$ cat src/rtl/lrukv_pkg.sv
// Shared types and constants for the LRU key/value cache.
`default_nettype none

package lrukv_pkg;

    localparam int DEF_MAX_ENTRIES = 8;

    localparam int KEY_W = 32;
    localparam int VAL_W = 32;
    localparam int CAP_W = 4;

    localparam logic [CAP_W-1:0] CAP_RESET = 4'd8;

    localparam logic CMD_GET = 1'b0;
    localparam logic CMD_PUT = 1'b1;

    // Commands from the controller to the datapath.
    typedef struct packed {
        logic load_in;
        logic do_match;
        logic do_update;
    } t_ctrl_cmd;

    // Status from the datapath to the controller.
    typedef struct packed {
        logic out_free;
    } t_dp_status;

endpackage

`default_nettype wire

$ cat src/rtl/lru_key_value_cache_unit.sv
// Top level of the fully associative LRU key/value cache.
// Each accepted request beat is registered, then passes a match cycle and a rank and
// value-memory update cycle, after which its result beat is valid; the next request is
// taken during the update cycle once the output register is free.
// The result sits in an output register, so a new request is taken while it waits.
// Reset is synchronous and active low: it clears all valid bits, ranks and occupancy,
// sets capacity to 8, and needs no clearing pass.
`default_nettype none

module lru_key_value_cache_unit #(
    parameter int MAX_ENTRIES = lrukv_pkg::DEF_MAX_ENTRIES
) (
    input  wire                             i_clk,
    input  wire                             i_rst_n,
    // Request stream.
    input  wire                             i_s_tvalid,
    output logic                            o_s_tready,
    input  wire [63:0]                      i_s_tdata,   // lookup_key [31:0], write_value [63:32]
    input  wire                             i_s_tuser,   // command [0]: 0 get, 1 put
    // Result stream.
    output logic                            o_m_tvalid,
    input  wire                             i_m_tready,
    output logic [31:0]                     o_m_tdata,   // read_value [31:0]
    output logic                            o_m_tuser,   // found [0]
    // Capacity register.
    input  wire                             i_cfg_we,
    input  wire [lrukv_pkg::CAP_W-1:0]      i_cfg_wdata
);
    import lrukv_pkg::*;

    t_ctrl_cmd  w_ctrl;
    t_dp_status w_status;

    // The controller steps each request through accept, match and update.
    lrukv_ctrl u_ctrl (
        .i_clk      (i_clk),
        .i_rst_n    (i_rst_n),
        .i_s_tvalid (i_s_tvalid),
        .o_s_tready (o_s_tready),
        .i_status   (w_status),
        .o_ctrl     (w_ctrl)
    );

    // The datapath holds the entries, compares every key in parallel and
    // keeps the recency ranks as a permutation of the valid entries.
    lrukv_dp #(
        .MAX_ENTRIES (MAX_ENTRIES)
    ) u_dp (
        .i_clk         (i_clk),
        .i_rst_n       (i_rst_n),
        .i_ctrl        (w_ctrl),
        .o_status      (w_status),
        .i_command     (i_s_tuser),
        .i_lookup_key  (i_s_tdata[KEY_W-1:0]),
        .i_write_value (i_s_tdata[KEY_W+VAL_W-1:KEY_W]),
        .i_cfg_we      (i_cfg_we),
        .i_cfg_wdata   (i_cfg_wdata),
        .i_m_tready    (i_m_tready),
        .o_m_tvalid    (o_m_tvalid),
        .o_found       (o_m_tuser),
        .o_read_value  (o_m_tdata)
    );

endmodule

`default_nettype wire

$ cat src/rtl/lrukv_ctrl.sv
// Request sequencer for the LRU key/value cache: accept, match, update.
`default_nettype none

module lrukv_ctrl (
    input  wire                     i_clk,
    input  wire                     i_rst_n,
    input  wire                     i_s_tvalid,
    output logic                    o_s_tready,
    input  lrukv_pkg::t_dp_status   i_status,
    output lrukv_pkg::t_ctrl_cmd    o_ctrl
);
    import lrukv_pkg::*;

    typedef enum logic [2:0] {
        S_IDLE   = 3'b001,
        S_MATCH  = 3'b010,
        S_UPDATE = 3'b100
    } t_state;

    t_state r_state;
    t_state n_state;
    logic   w_accept;

    // A new request may enter while the previous one retires.
    assign o_s_tready = (r_state == S_IDLE) || ((r_state == S_UPDATE) && i_status.out_free);
    assign w_accept   = i_s_tvalid && o_s_tready;

    always_comb begin
        o_ctrl.load_in   = w_accept;
        o_ctrl.do_match  = (r_state == S_MATCH);
        o_ctrl.do_update = (r_state == S_UPDATE) && i_status.out_free;
    end

    always_comb begin
        n_state = r_state;
        case (r_state)
            S_IDLE: begin
                if (w_accept) n_state = S_MATCH;
            end
            S_MATCH: begin
                n_state = S_UPDATE;
            end
            S_UPDATE: begin
                if (i_status.out_free) n_state = w_accept ? S_MATCH : S_IDLE;
            end
            default: begin
                n_state = S_IDLE;
            end
        endcase
    end

    always_ff @(posedge i_clk) begin
        if (!i_rst_n) begin
            r_state <= S_IDLE;
        end else begin
            r_state <= n_state;
        end
    end

endmodule

`default_nettype wire

$ cat src/rtl/lrukv_dp.sv
// Datapath of the LRU key/value cache: key match cells, recency ranks, value memory.
`default_nettype none

module lrukv_dp #(
    parameter int MAX_ENTRIES = lrukv_pkg::DEF_MAX_ENTRIES
) (
    input  wire                             i_clk,
    input  wire                             i_rst_n,
    input  lrukv_pkg::t_ctrl_cmd            i_ctrl,
    output lrukv_pkg::t_dp_status           o_status,
    input  wire                             i_command,
    input  wire [lrukv_pkg::KEY_W-1:0]      i_lookup_key,
    input  wire [lrukv_pkg::VAL_W-1:0]      i_write_value,
    input  wire                             i_cfg_we,
    input  wire [lrukv_pkg::CAP_W-1:0]      i_cfg_wdata,
    input  wire                             i_m_tready,
    output logic                            o_m_tvalid,
    output logic                            o_found,
    output logic [lrukv_pkg::VAL_W-1:0]     o_read_value
);
    import lrukv_pkg::*;

    localparam int IDX_W = (MAX_ENTRIES > 1) ? $clog2(MAX_ENTRIES) : 1;
    localparam int OCC_W = $clog2(MAX_ENTRIES + 1);

    // Request registers.
    logic             r_cmd;
    logic [KEY_W-1:0] r_key;
    logic [VAL_W-1:0] r_val;

    logic [CAP_W-1:0] r_capacity;

    // Entry state.
    logic [KEY_W-1:0]       r_keys [MAX_ENTRIES];
    logic [VAL_W-1:0]       r_value_mem [MAX_ENTRIES];
    logic [MAX_ENTRIES-1:0] r_valid;
    logic [IDX_W-1:0]       r_rank [MAX_ENTRIES];
    logic [OCC_W-1:0]       r_occ;

    logic [MAX_ENTRIES-1:0] n_valid;
    logic [IDX_W-1:0]       n_rank [MAX_ENTRIES];
    logic [OCC_W-1:0]       n_occ;

    // Match stage results.
    logic             r_hit;
    logic [IDX_W-1:0] r_hit_idx;
    logic [IDX_W-1:0] r_hit_rank;
    logic [VAL_W-1:0] r_rd_data;

    // Output register.
    logic             r_out_valid;
    logic             r_out_found;
    logic [VAL_W-1:0] r_out_value;

    logic [MAX_ENTRIES-1:0] w_match_vec;
    logic                   w_match_any;
    logic [IDX_W-1:0]       w_match_idx;
    logic [IDX_W-1:0]       w_match_rank;

    logic [OCC_W-1:0]       w_eff_cap;
    logic [OCC_W-1:0]       w_occ_m1;
    logic [IDX_W-1:0]       w_oldest;
    logic                   w_evict;
    logic [MAX_ENTRIES-1:0] w_victim_vec;
    logic [MAX_ENTRIES-1:0] w_keep;
    logic                   w_free_any;
    logic [IDX_W-1:0]       w_free_idx;
    logic                   w_insert;
    logic                   w_out_free;

    assign w_out_free        = !r_out_valid || i_m_tready;
    assign o_status.out_free = w_out_free;
    assign o_m_tvalid        = r_out_valid;
    assign o_found           = r_out_found;
    assign o_read_value      = r_out_value;

    // Each entry compares its own key; keys of valid entries are unique.
    always_comb begin
        w_match_any  = 1'b0;
        w_match_idx  = '0;
        w_match_rank = '0;
        for (int i = 0; i < MAX_ENTRIES; i++) begin
            w_match_vec[i] = r_valid[i] && (r_keys[i] == r_key);
        end
        for (int i = MAX_ENTRIES - 1; i >= 0; i--) begin
            if (w_match_vec[i]) begin
                w_match_any  = 1'b1;
                w_match_idx  = IDX_W'(i);
                w_match_rank = r_rank[i];
            end
        end
    end

    // Capacity of zero acts as one; values above the entry count saturate.
    always_comb begin
        if (r_capacity == '0) begin
            w_eff_cap = OCC_W'(1);
        end else if (32'(r_capacity) > 32'(MAX_ENTRIES)) begin
            w_eff_cap = OCC_W'(MAX_ENTRIES);
        end else begin
            w_eff_cap = OCC_W'(r_capacity);
        end
    end

    // Valid ranks form a permutation, so the least recent entry is the one
    // whose rank equals occupancy minus one.
    assign w_occ_m1 = r_occ - OCC_W'(1);
    assign w_oldest = w_occ_m1[IDX_W-1:0];
    assign w_evict  = (r_occ >= w_eff_cap);
    assign w_insert = i_ctrl.do_update && (r_cmd == CMD_PUT) && !r_hit;

    always_comb begin
        for (int i = 0; i < MAX_ENTRIES; i++) begin
            w_victim_vec[i] = r_valid[i] && w_evict && (r_rank[i] == w_oldest);
        end
        w_keep     = r_valid & ~w_victim_vec;
        w_free_any = 1'b0;
        w_free_idx = '0;
        for (int i = MAX_ENTRIES - 1; i >= 0; i--) begin
            if (!w_keep[i]) begin
                w_free_any = 1'b1;
                w_free_idx = IDX_W'(i);
            end
        end
    end

    always_comb begin
        n_valid = r_valid;
        n_occ   = r_occ;
        for (int i = 0; i < MAX_ENTRIES; i++) begin
            n_rank[i] = r_rank[i];
        end
        if (i_ctrl.do_update) begin
            if (r_hit) begin
                // Promote: entries more recent than the hit age by one.
                for (int i = 0; i < MAX_ENTRIES; i++) begin
                    if (r_valid[i] && (r_rank[i] < r_hit_rank)) begin
                        n_rank[i] = r_rank[i] + IDX_W'(1);
                    end
                end
                n_rank[r_hit_idx] = '0;
            end else if (r_cmd == CMD_PUT) begin
                for (int i = 0; i < MAX_ENTRIES; i++) begin
                    if (w_keep[i]) begin
                        n_rank[i] = r_rank[i] + IDX_W'(1);
                    end else if (w_victim_vec[i]) begin
                        n_rank[i] = '0;
                    end
                end
                n_valid             = w_keep;
                n_valid[w_free_idx] = 1'b1;
                n_rank[w_free_idx]  = '0;
                n_occ = r_occ + OCC_W'(1) - (w_evict ? OCC_W'(1) : OCC_W'(0));
            end
        end
    end

    // Request and match-stage payload registers.
    always_ff @(posedge i_clk) begin
        if (i_ctrl.load_in) begin
            r_cmd <= i_command;
            r_key <= i_lookup_key;
            r_val <= i_write_value;
        end
        if (i_ctrl.do_match) begin
            r_hit      <= w_match_any;
            r_hit_idx  <= w_match_idx;
            r_hit_rank <= w_match_rank;
        end
    end

    // Value memory: one write port, one registered read port.
    always_ff @(posedge i_clk) begin
        if (i_ctrl.do_match) begin
            r_rd_data <= r_value_mem[w_match_idx];
        end
        if (i_ctrl.do_update && (r_cmd == CMD_PUT)) begin
            r_value_mem[r_hit ? r_hit_idx : w_free_idx] <= r_val;
        end
    end

    always_ff @(posedge i_clk) begin
        if (w_insert) begin
            r_keys[w_free_idx] <= r_key;
        end
    end

    always_ff @(posedge i_clk) begin
        if (!i_rst_n) begin
            r_valid    <= '0;
            r_occ      <= '0;
            r_capacity <= CAP_RESET;
            for (int i = 0; i < MAX_ENTRIES; i++) begin
                r_rank[i] <= '0;
            end
        end else begin
            r_valid <= n_valid;
            r_occ   <= n_occ;
            for (int i = 0; i < MAX_ENTRIES; i++) begin
                r_rank[i] <= n_rank[i];
            end
            if (i_cfg_we) begin
                r_capacity <= i_cfg_wdata;
            end
        end
    end

    always_ff @(posedge i_clk) begin
        if (!i_rst_n) begin
            r_out_valid <= 1'b0;
        end else if (i_ctrl.do_update) begin
            r_out_valid <= 1'b1;
        end else if (i_m_tready) begin
            r_out_valid <= 1'b0;
        end
    end

    always_ff @(posedge i_clk) begin
        if (i_ctrl.do_update) begin
            r_out_found <= r_hit;
            r_out_value <= ((r_cmd == CMD_GET) && r_hit) ? r_rd_data : '0;
        end
    end

`ifndef NO_ASSERTIONS
    a_occ_bound: assert property (@(posedge i_clk) disable iff (!i_rst_n)
        r_occ <= OCC_W'(MAX_ENTRIES))
        else $error("occupancy exceeds entry count");

    a_occ_count: assert property (@(posedge i_clk) disable iff (!i_rst_n)
        $countones(r_valid) == int'(r_occ))
        else $error("occupancy does not match valid entries");

    a_unique_key: assert property (@(posedge i_clk) disable iff (!i_rst_n)
        $onehot0(w_match_vec))
        else $error("key present in more than one entry");

    a_free_slot: assert property (@(posedge i_clk) disable iff (!i_rst_n)
        w_insert |-> w_free_any)
        else $error("insert without a free entry");

    a_update_out: assert property (@(posedge i_clk) disable iff (!i_rst_n)
        i_ctrl.do_update |=> (r_out_valid && (r_out_found == $past(r_hit))))
        else $error("result not registered after update");
`endif

endmodule

`default_nettype wire
$ cat config.mk
export PLATFORM = sky130hd
export DESIGN_NAME = lru_key_value_cache_unit
export DESIGN_NICKNAME = d
export VERILOG_FILES = /design/src/rtl/lrukv_pkg.sv /design/src/rtl/lru_key_value_cache_unit.sv /design/src/rtl/lrukv_ctrl.sv /design/src/rtl/lrukv_dp.sv
export SDC_FILE = /design/constraint.sdc
export NUM_CORES = 1
export LEC_CHECK = 0
export ABC_AREA = 0
export BUFFER_PORTS_ARGS = -buffer_cell sky130_fd_sc_hd__buf_4
export CAP_MARGIN = 5
export CORE_ASPECT_RATIO = 2
export CORE_MARGIN = 2
export CORE_UTILIZATION = 35
export CTS_CLUSTER_SIZE = 20
export DETAILED_ROUTE_END_ITERATION = 10
export MAX_ROUTING_LAYER = met4
export PLACE_DENSITY_LB_ADDON = 0.25
export SLEW_MARGIN = 5
export SYNTH_ARGS = -nofsm -noshare
export SYNTH_HDL_FRONTEND = slang
export SYNTH_SLANG_ARGS = --single-unit
$ cat constraint.sdc
create_clock -name i_clk -period 10.6 [get_ports i_clk]
set_input_delay 0 -clock i_clk [delete_from_list [all_inputs] [get_ports i_clk]]
set_output_delay 0 -clock i_clk [all_outputs]
set_load 0.005 [all_outputs]
# After elaboration in Yosys (flattened, before gate mapping)
# Memory sizes are Yosys's and may differ from the RTL's. A register that Yosys moved wholly into a read port is not among the register bits.
# Index checks and enable logic that the tools add are counted.
[totals] mem_count=3 mem_bits_rw=536 elab_cells=254 in_bits=74 ff_bits=125
[mem_list] name="u_dp.r_keys" words=8 word_bits=32 read_ports=8 rd_clocked_by_memory_dff=0 write_ports=1 line="lrukv_dp.sv:34" source="logic [KEY_W-1:0] r_keys [MAX_ENTRIES];"
[mem_list] name="u_dp.r_value_mem" words=8 word_bits=32 read_ports=1 rd_clocked_by_memory_dff=1 write_ports=1 line="lrukv_dp.sv:35" source="logic [VAL_W-1:0] r_value_mem [MAX_ENTRIES];"
[mem_list] name="u_dp.r_rank" words=8 word_bits=3 read_ports=8 rd_clocked_by_memory_dff=0 write_ports=8 line="lrukv_dp.sv:37" source="logic [IDX_W-1:0] r_rank [MAX_ENTRIES];"
[op_classes] mux=122 n_addsub=11 eq_ne=21 reduce_logical=49 bitwise=19 n_lt_le_gt_ge=16
[op_table] op="$mux W3" count=101
[op_table] op="$eq A32 B32 Y1" count=8
[op_table] op="$mux W24" count=3
[op_table] op="$and A24 B24 Y24" count=2
[op_table] op="$not A24 Y24" count=2
[op_table] op="$logic_and A1 B1 Y1" count=40
[op_table] op="$add A3 B1 Y3 const B" count=8
[op_table] op="$eq A3 B3 Y1" count=8
[op_table] op="$lt A3 B3 Y1" count=8
[op_table] op="$demux W3 S3" count=2
[op_table] op="$mux W1" count=11
[op_table] op="$pmux W3 S3" count=1
[op_table] op="$and A8 B8 Y8" count=1
[op_table] op="$ge A4 B4 Y1 const B" count=2
[op_table] op="$lt A4 B1 Y1 const B" count=2
[op_table] op="$mux W4" count=2
[op_table] op="$not A3 Y4" count=2
[op_table] op="$not A8 Y8" count=1
[op_table] op="$or A1 B1 Y1" count=8
[op_table] op="$or A8 B8 Y8" count=1
[op_table] op="$reduce_or A7 Y1" count=1
[op_table] op="$add A4 B1 Y4 const B" count=1
[op_table] op="$ge A4 B4 Y1" count=1
[op_table] op="$gt A4 B4 Y1 const B" count=1
[op_table] op="other kinds (17)" count=21

# Logic depth before layout (Yosys ltp)
[depth] depth_word=27 ltp_mapped=16 depth_no_buf=14

# Cells and area by module
# From an unflattened synthesis, not the netlist that was laid out.
[hier_totals] hier_cells=2155 area_unflattened_um2=30214.0
[by_module_without_submodules] mod="lrukv_dp" n_inst=1 cells_each=2135 area_per_inst_um2=30043.8
[by_module_without_submodules] mod="lrukv_ctrl" n_inst=1 cells_each=20 area_per_inst_um2=170.2

# Worst setup path before layout
# OpenSTA, ideal clock, no wires.
[synth_timing] kind="register -> register" start="register u_dp.r_out_valid, in the netlist u_dp.o_m_tvalid" end="memory u_dp.r_keys[4][0], enable pin" path_slack_ns=3.234 n_path_buf=0 t_required_ns=10.095 t_arrival_ns=6.861 stages_incl_launch_ff=5 setup_ns=0.505 synth_period_minus_slack_ns=7.366 path_cell_list="dfxtp_1 > nor2b_1 > nor3_1 > nand3_1 > nor4_1"
[synth_rtl] element="start: declaration" line="lrukv_dp.sv:51" source="logic r_out_valid;"
[synth_rtl] element="start signal: assignment" line="lrukv_dp.sv:210" source="r_out_valid <= 1'b0;"
[synth_rtl] element="start signal: assignment" line="lrukv_dp.sv:212" source="r_out_valid <= 1'b1;"
[synth_rtl] element="start signal: assignment" line="lrukv_dp.sv:214" source="r_out_valid <= 1'b0;"
[synth_rtl] element="end: declaration" line="lrukv_dp.sv:34"

# Final worst setup path
[layout_timing] start="register u_dp.r_key[28]" end="register u_dp.r_rd_data[25] (read register of u_dp.r_value_mem) (data pin)"
[layout_between] elab_chain_len=10 elab_cells_between_ends=24 cone_classes="8 x eq/ne; 8 x mux; 8 x reduce/logical"
[layout_rtl] element="start: declaration" line="lrukv_dp.sv:28" source="logic [KEY_W-1:0] r_key;"
[layout_rtl] element="start signal: assignment" line="lrukv_dp.sv:162" source="r_key <= i_lookup_key;"
[layout_rtl] element="$eq A32 B32 Y1" line="lrukv_dp.sv:83" source="w_match_vec[i] = r_valid[i] && (r_keys[i] == r_key);"
[layout_rtl] element="$logic_and A1 B1 Y1" line="lrukv_dp.sv:83"
[layout_rtl] element="$mux W3 (7 in series)" line="lrukv_dp.sv:86" source="if (w_match_vec[i]) begin"
[layout_rtl] element="$mux W3 (*)" line="lrukv_dp.sv:86"
[layout_rtl] element="end: declaration" line="lrukv_dp.sv:48" source="logic [VAL_W-1:0] r_rd_data;"
# Mark *: on every way between the ends. The rest lies on a longest branch, timed or not.
# A chain may end at the register's enable or synchronous reset.

==> impl_metrics.csv <==
group,metric,value,unit
outcome,outcome,"completed",
logic_synthesis,ys_warn_count,0,
global_route,grt_use_met1,19.5,%
floorplan,num_io_pins,109,
route,drt-wirelength-per-cell,24.4,um
global_route,met2_usage,34.7,%
floorplan,initial_utilization,35.2,%
clock_tree,clock-sinks,693,
sta,setup_viol,0,
sta,finalCritPeriodShare,50.7,%
final_layout,final_cell_area,34000,um2
place,dp_hpwl,49.7,mm
sta,whs,78.9,ps
floorplan,die_height,411,um
worst_setup_path,cpMostUsedCell,"buf_4",
job,maxCapViolCount,0,
clock_tree,cts.root.buffer_cell,"clkbuf_16",
logic_synthesis,synth_cell_types,64,
worst_setup_path,startpoint,"u_dp.r_key[28]",
route,drc,0,
sta,rsz0062_at_grt,"false",
route,ant_nets,0,
floorplan,die_area,85200,um2
place,gp_congestion,0.872,
logic_synthesis,synth_cells,1858,
worst_setup_path,cp_slowest_cell,"buf_4",
route,dr.pass1.iters,6,
clock_tree,cts_setup_buffers,0,
final_layout,final_common_cell,"edfxtp_1",
power,p_per_area,163,nW/um2
logic_synthesis,synth-main-ff-cell,"edfxtp_1",
clock_tree,cts_buffers,61,
logic_synthesis,synth_seq_cells,693,
clock_tree,h-tree-depth,2,
sta,timing.fmax,0.186,GHz
sta,fin_crit,5380,ps
place,io_buffers,108,
global_route,gr-max-usage-layer,"met2",
power,power.leakage,11.9,nW
route,wl,77.4,mm
worst_hold_path,min_path_type,"input port to flip-flop",
global_route,grt_max_degree,55,
global_route,grt_pass1_wl,112,mm
logic_synthesis,synth.avg_cell_area,15.6,um2
final_layout,post-route-util,41.3,%
global_route,antenna_found_initial,0,
worst_setup_path,cp_max_fo,54,
final_layout,area_growth,17.3,%
worst_setup_path,worstPathArrival,5820,ps
final_layout,drive_above_1_share,14.3,%
worst_hold_path,min_from,"i_s_tdata[47]",
worst_setup_path,crit_type,"flip-flop to flip-flop",
clock_tree,clock_path_buffers,3,
route,vias,16254,
clock_tree,clkTransAtPathRegs,60,ps
clock_tree,cts_tree,"yes",
global_route,grt-ovfl-total,0,
place,place_area,31200,um2
worst_setup_path,crit_buf_inv,2,
power,power,5.54,mW
final_layout,antenna_cells,0,
final_layout,nFillCells,7442,
worst_setup_path,path_cells,"xor2_1 > nor4_1 > nand4_1 > nor4_2 > o21ai_1 > a32oi_4 > buf_4 > buf_4 > mux2i_1 > a22o_1 > a221oi_2",
worst_setup_path,end_kind,"flip-flop",
logic_synthesis,synth_nets,1964,
final_layout,layout_common_cells,"edfxtp_1, xor2_1, buf_4",
worst_setup_path,start_kind,"flip-flop",
clock_tree,clock_latency,650,ps
logic_synthesis,syn-cell-area,28900,um2
route,vias_per_cell,5.13,
global_route,grt.total_usage,18.4,%
logic_synthesis,synth-async-reset-ratio,0,%
global_route,first_global_vias,16920,
logic_synthesis,synth_edf_count,649,
worst_setup_path,r2r-start,"u_dp.r_key[28]",
worst_setup_path,cp.required,11040,ps
route,first_iter_violations,1044,
power,ir_drop,0.129,mV
sta,maxSlewHeadroom,19.9,%
worst_setup_path,path_delay_family,"buffers and inverters",
floorplan,core,82200,um2
sta,tightest_slew,1200,ps
global_route,use_met3,1.86,%
floorplan,die_w,207,um
logic_synthesis,synth-seq-area-share,70.4,%
floorplan,num_rows,149,
sta,hold_viol,0,
sta,slew_viol_final,0,
sta,tns,0,ps
worst_setup_path,max_stage_delay,850,ps
final_layout,fin_nets,2176,
sta,skew,36.3,ps
-- metal layers --
| layer | share of wire (%) | vias to the layer above |
|---|---|---|
| met1 | 38 | 8263 |
| li1 | - | 7431 |
| met3 | 3.3 | 150 |
| met5 | 0 | - |
| met4 | 4.0 | 0 |
| met2 | 55 | 410 |
-- final timing paths --
| check | endpoint | cells after the start | slack [ps] |
|---|---|---|---|
| min reg2reg | u_dp.r_occ[3] | 2 | 490 |
| min | u_dp.r_val[15] | 2 | 80 |
| max | u_dp.r_rd_data[25] | 11 | 5220 |
| max reg2reg | u_dp.r_rd_data[25] | 11 | 5220 |
-- cells by family after synthesis --
logic type | synth area share [%]
xor gates and xnor gates | 9.11
muxes | 4.88
and+or+nand+nor | 6.22
DFF | 70.4
adders and majority gates | 1.38
AOI/OAI and AO/OA | 5.94
buffers and inverters | 2.09
-- flip-flops by register name, summed over array words and instances, names as in the netlist --
signal / count
u_dp.r_key: 32
u_ctrl.r_state: 3
u_dp.o_read_value: 32
u_dp.r_rank: 24
u_dp.r_hit_rank: 3
u_dp.r_hit_idx: 3
u_dp.r_rd_data: 32
u_dp.o_m_tvalid: 1
u_dp.r_keys: 256
u_dp.r_val: 32
u_dp.r_value_mem: 256
u_dp.r_capacity: 4
u_dp.o_found: 1
u_dp.r_hit: 1
u_dp.r_valid: 8
u_dp.r_cmd: 1
u_dp.r_occ: 4
-- what timing repair did --
item	4_1_cts	5_1_grt
hold endpoints to repair	96	0
resized for setup	0	0
hold buffers	79	0
-- cell type report --
cell class / instances / area, um2 / share of cell area [%]
clock buffers: 70 / 1560 / 4.60
multi-input cells: 1043 / 8150 / 24.0
clock inverters: 37 / 423 / 1.25
well taps: 1057 / 1320 / 3.90
inverters: 28 / 105 / 0.310
repair buffers: 243 / 2020 / 5.95
flip-flops and latches: 693 / 20400 / 60.0
-- through the flow --
step	setup slack, ps	std cells
global placement	5210	2985
detailed placement	5150	2985
finish	5220	3171
global route	4840	3171
floorplan	3230	1858
CTS	5080	3171
-- power by group --
group          leakage [nW]  total (mW)  internal [mW]  switching [mW]
Clock                 0.971        2.28           1.25            1.02
Sequential             6.23        3.06           3.02          0.0359
Combinational          4.71       0.205         0.0860           0.119
-- synth_stat cells, types with 10 or more instances --
cell / number / area share [%]
edfxtp_1: 649 / 67
xor2_1: 176 / 5.3
mux2i_1: 140 / 4.8
xnor2_1: 107 / 3.2
nor2_1: 71 / 0.92
nand2_1: 52 / 0.67
o21ai_0: 51 / 0.88
a21oi_1: 50 / 0.86
dfxtp_1: 44 / 3.0
nor4_1: 42 / 0.91
clkbuf_1: 41 / 0.53
and2_1: 35 / 0.76
buf_2: 35 / 0.61
nand4_1: 33 / 0.71
a22o_1: 32 / 0.97
ha_1: 32 / 1.4
inv_1: 27 / 0.35
nand3_1: 25 / 0.43
nor3_1: 24 / 0.41
a221oi_1: 18 / 0.54
a221oi_2: 16 / 0.83
nand2b_1: 13 / 0.28
a21boi_0: 11 / 0.29
buf_4: 10 / 0.26
Note: power is estimated with default switching activity, not from simulation.
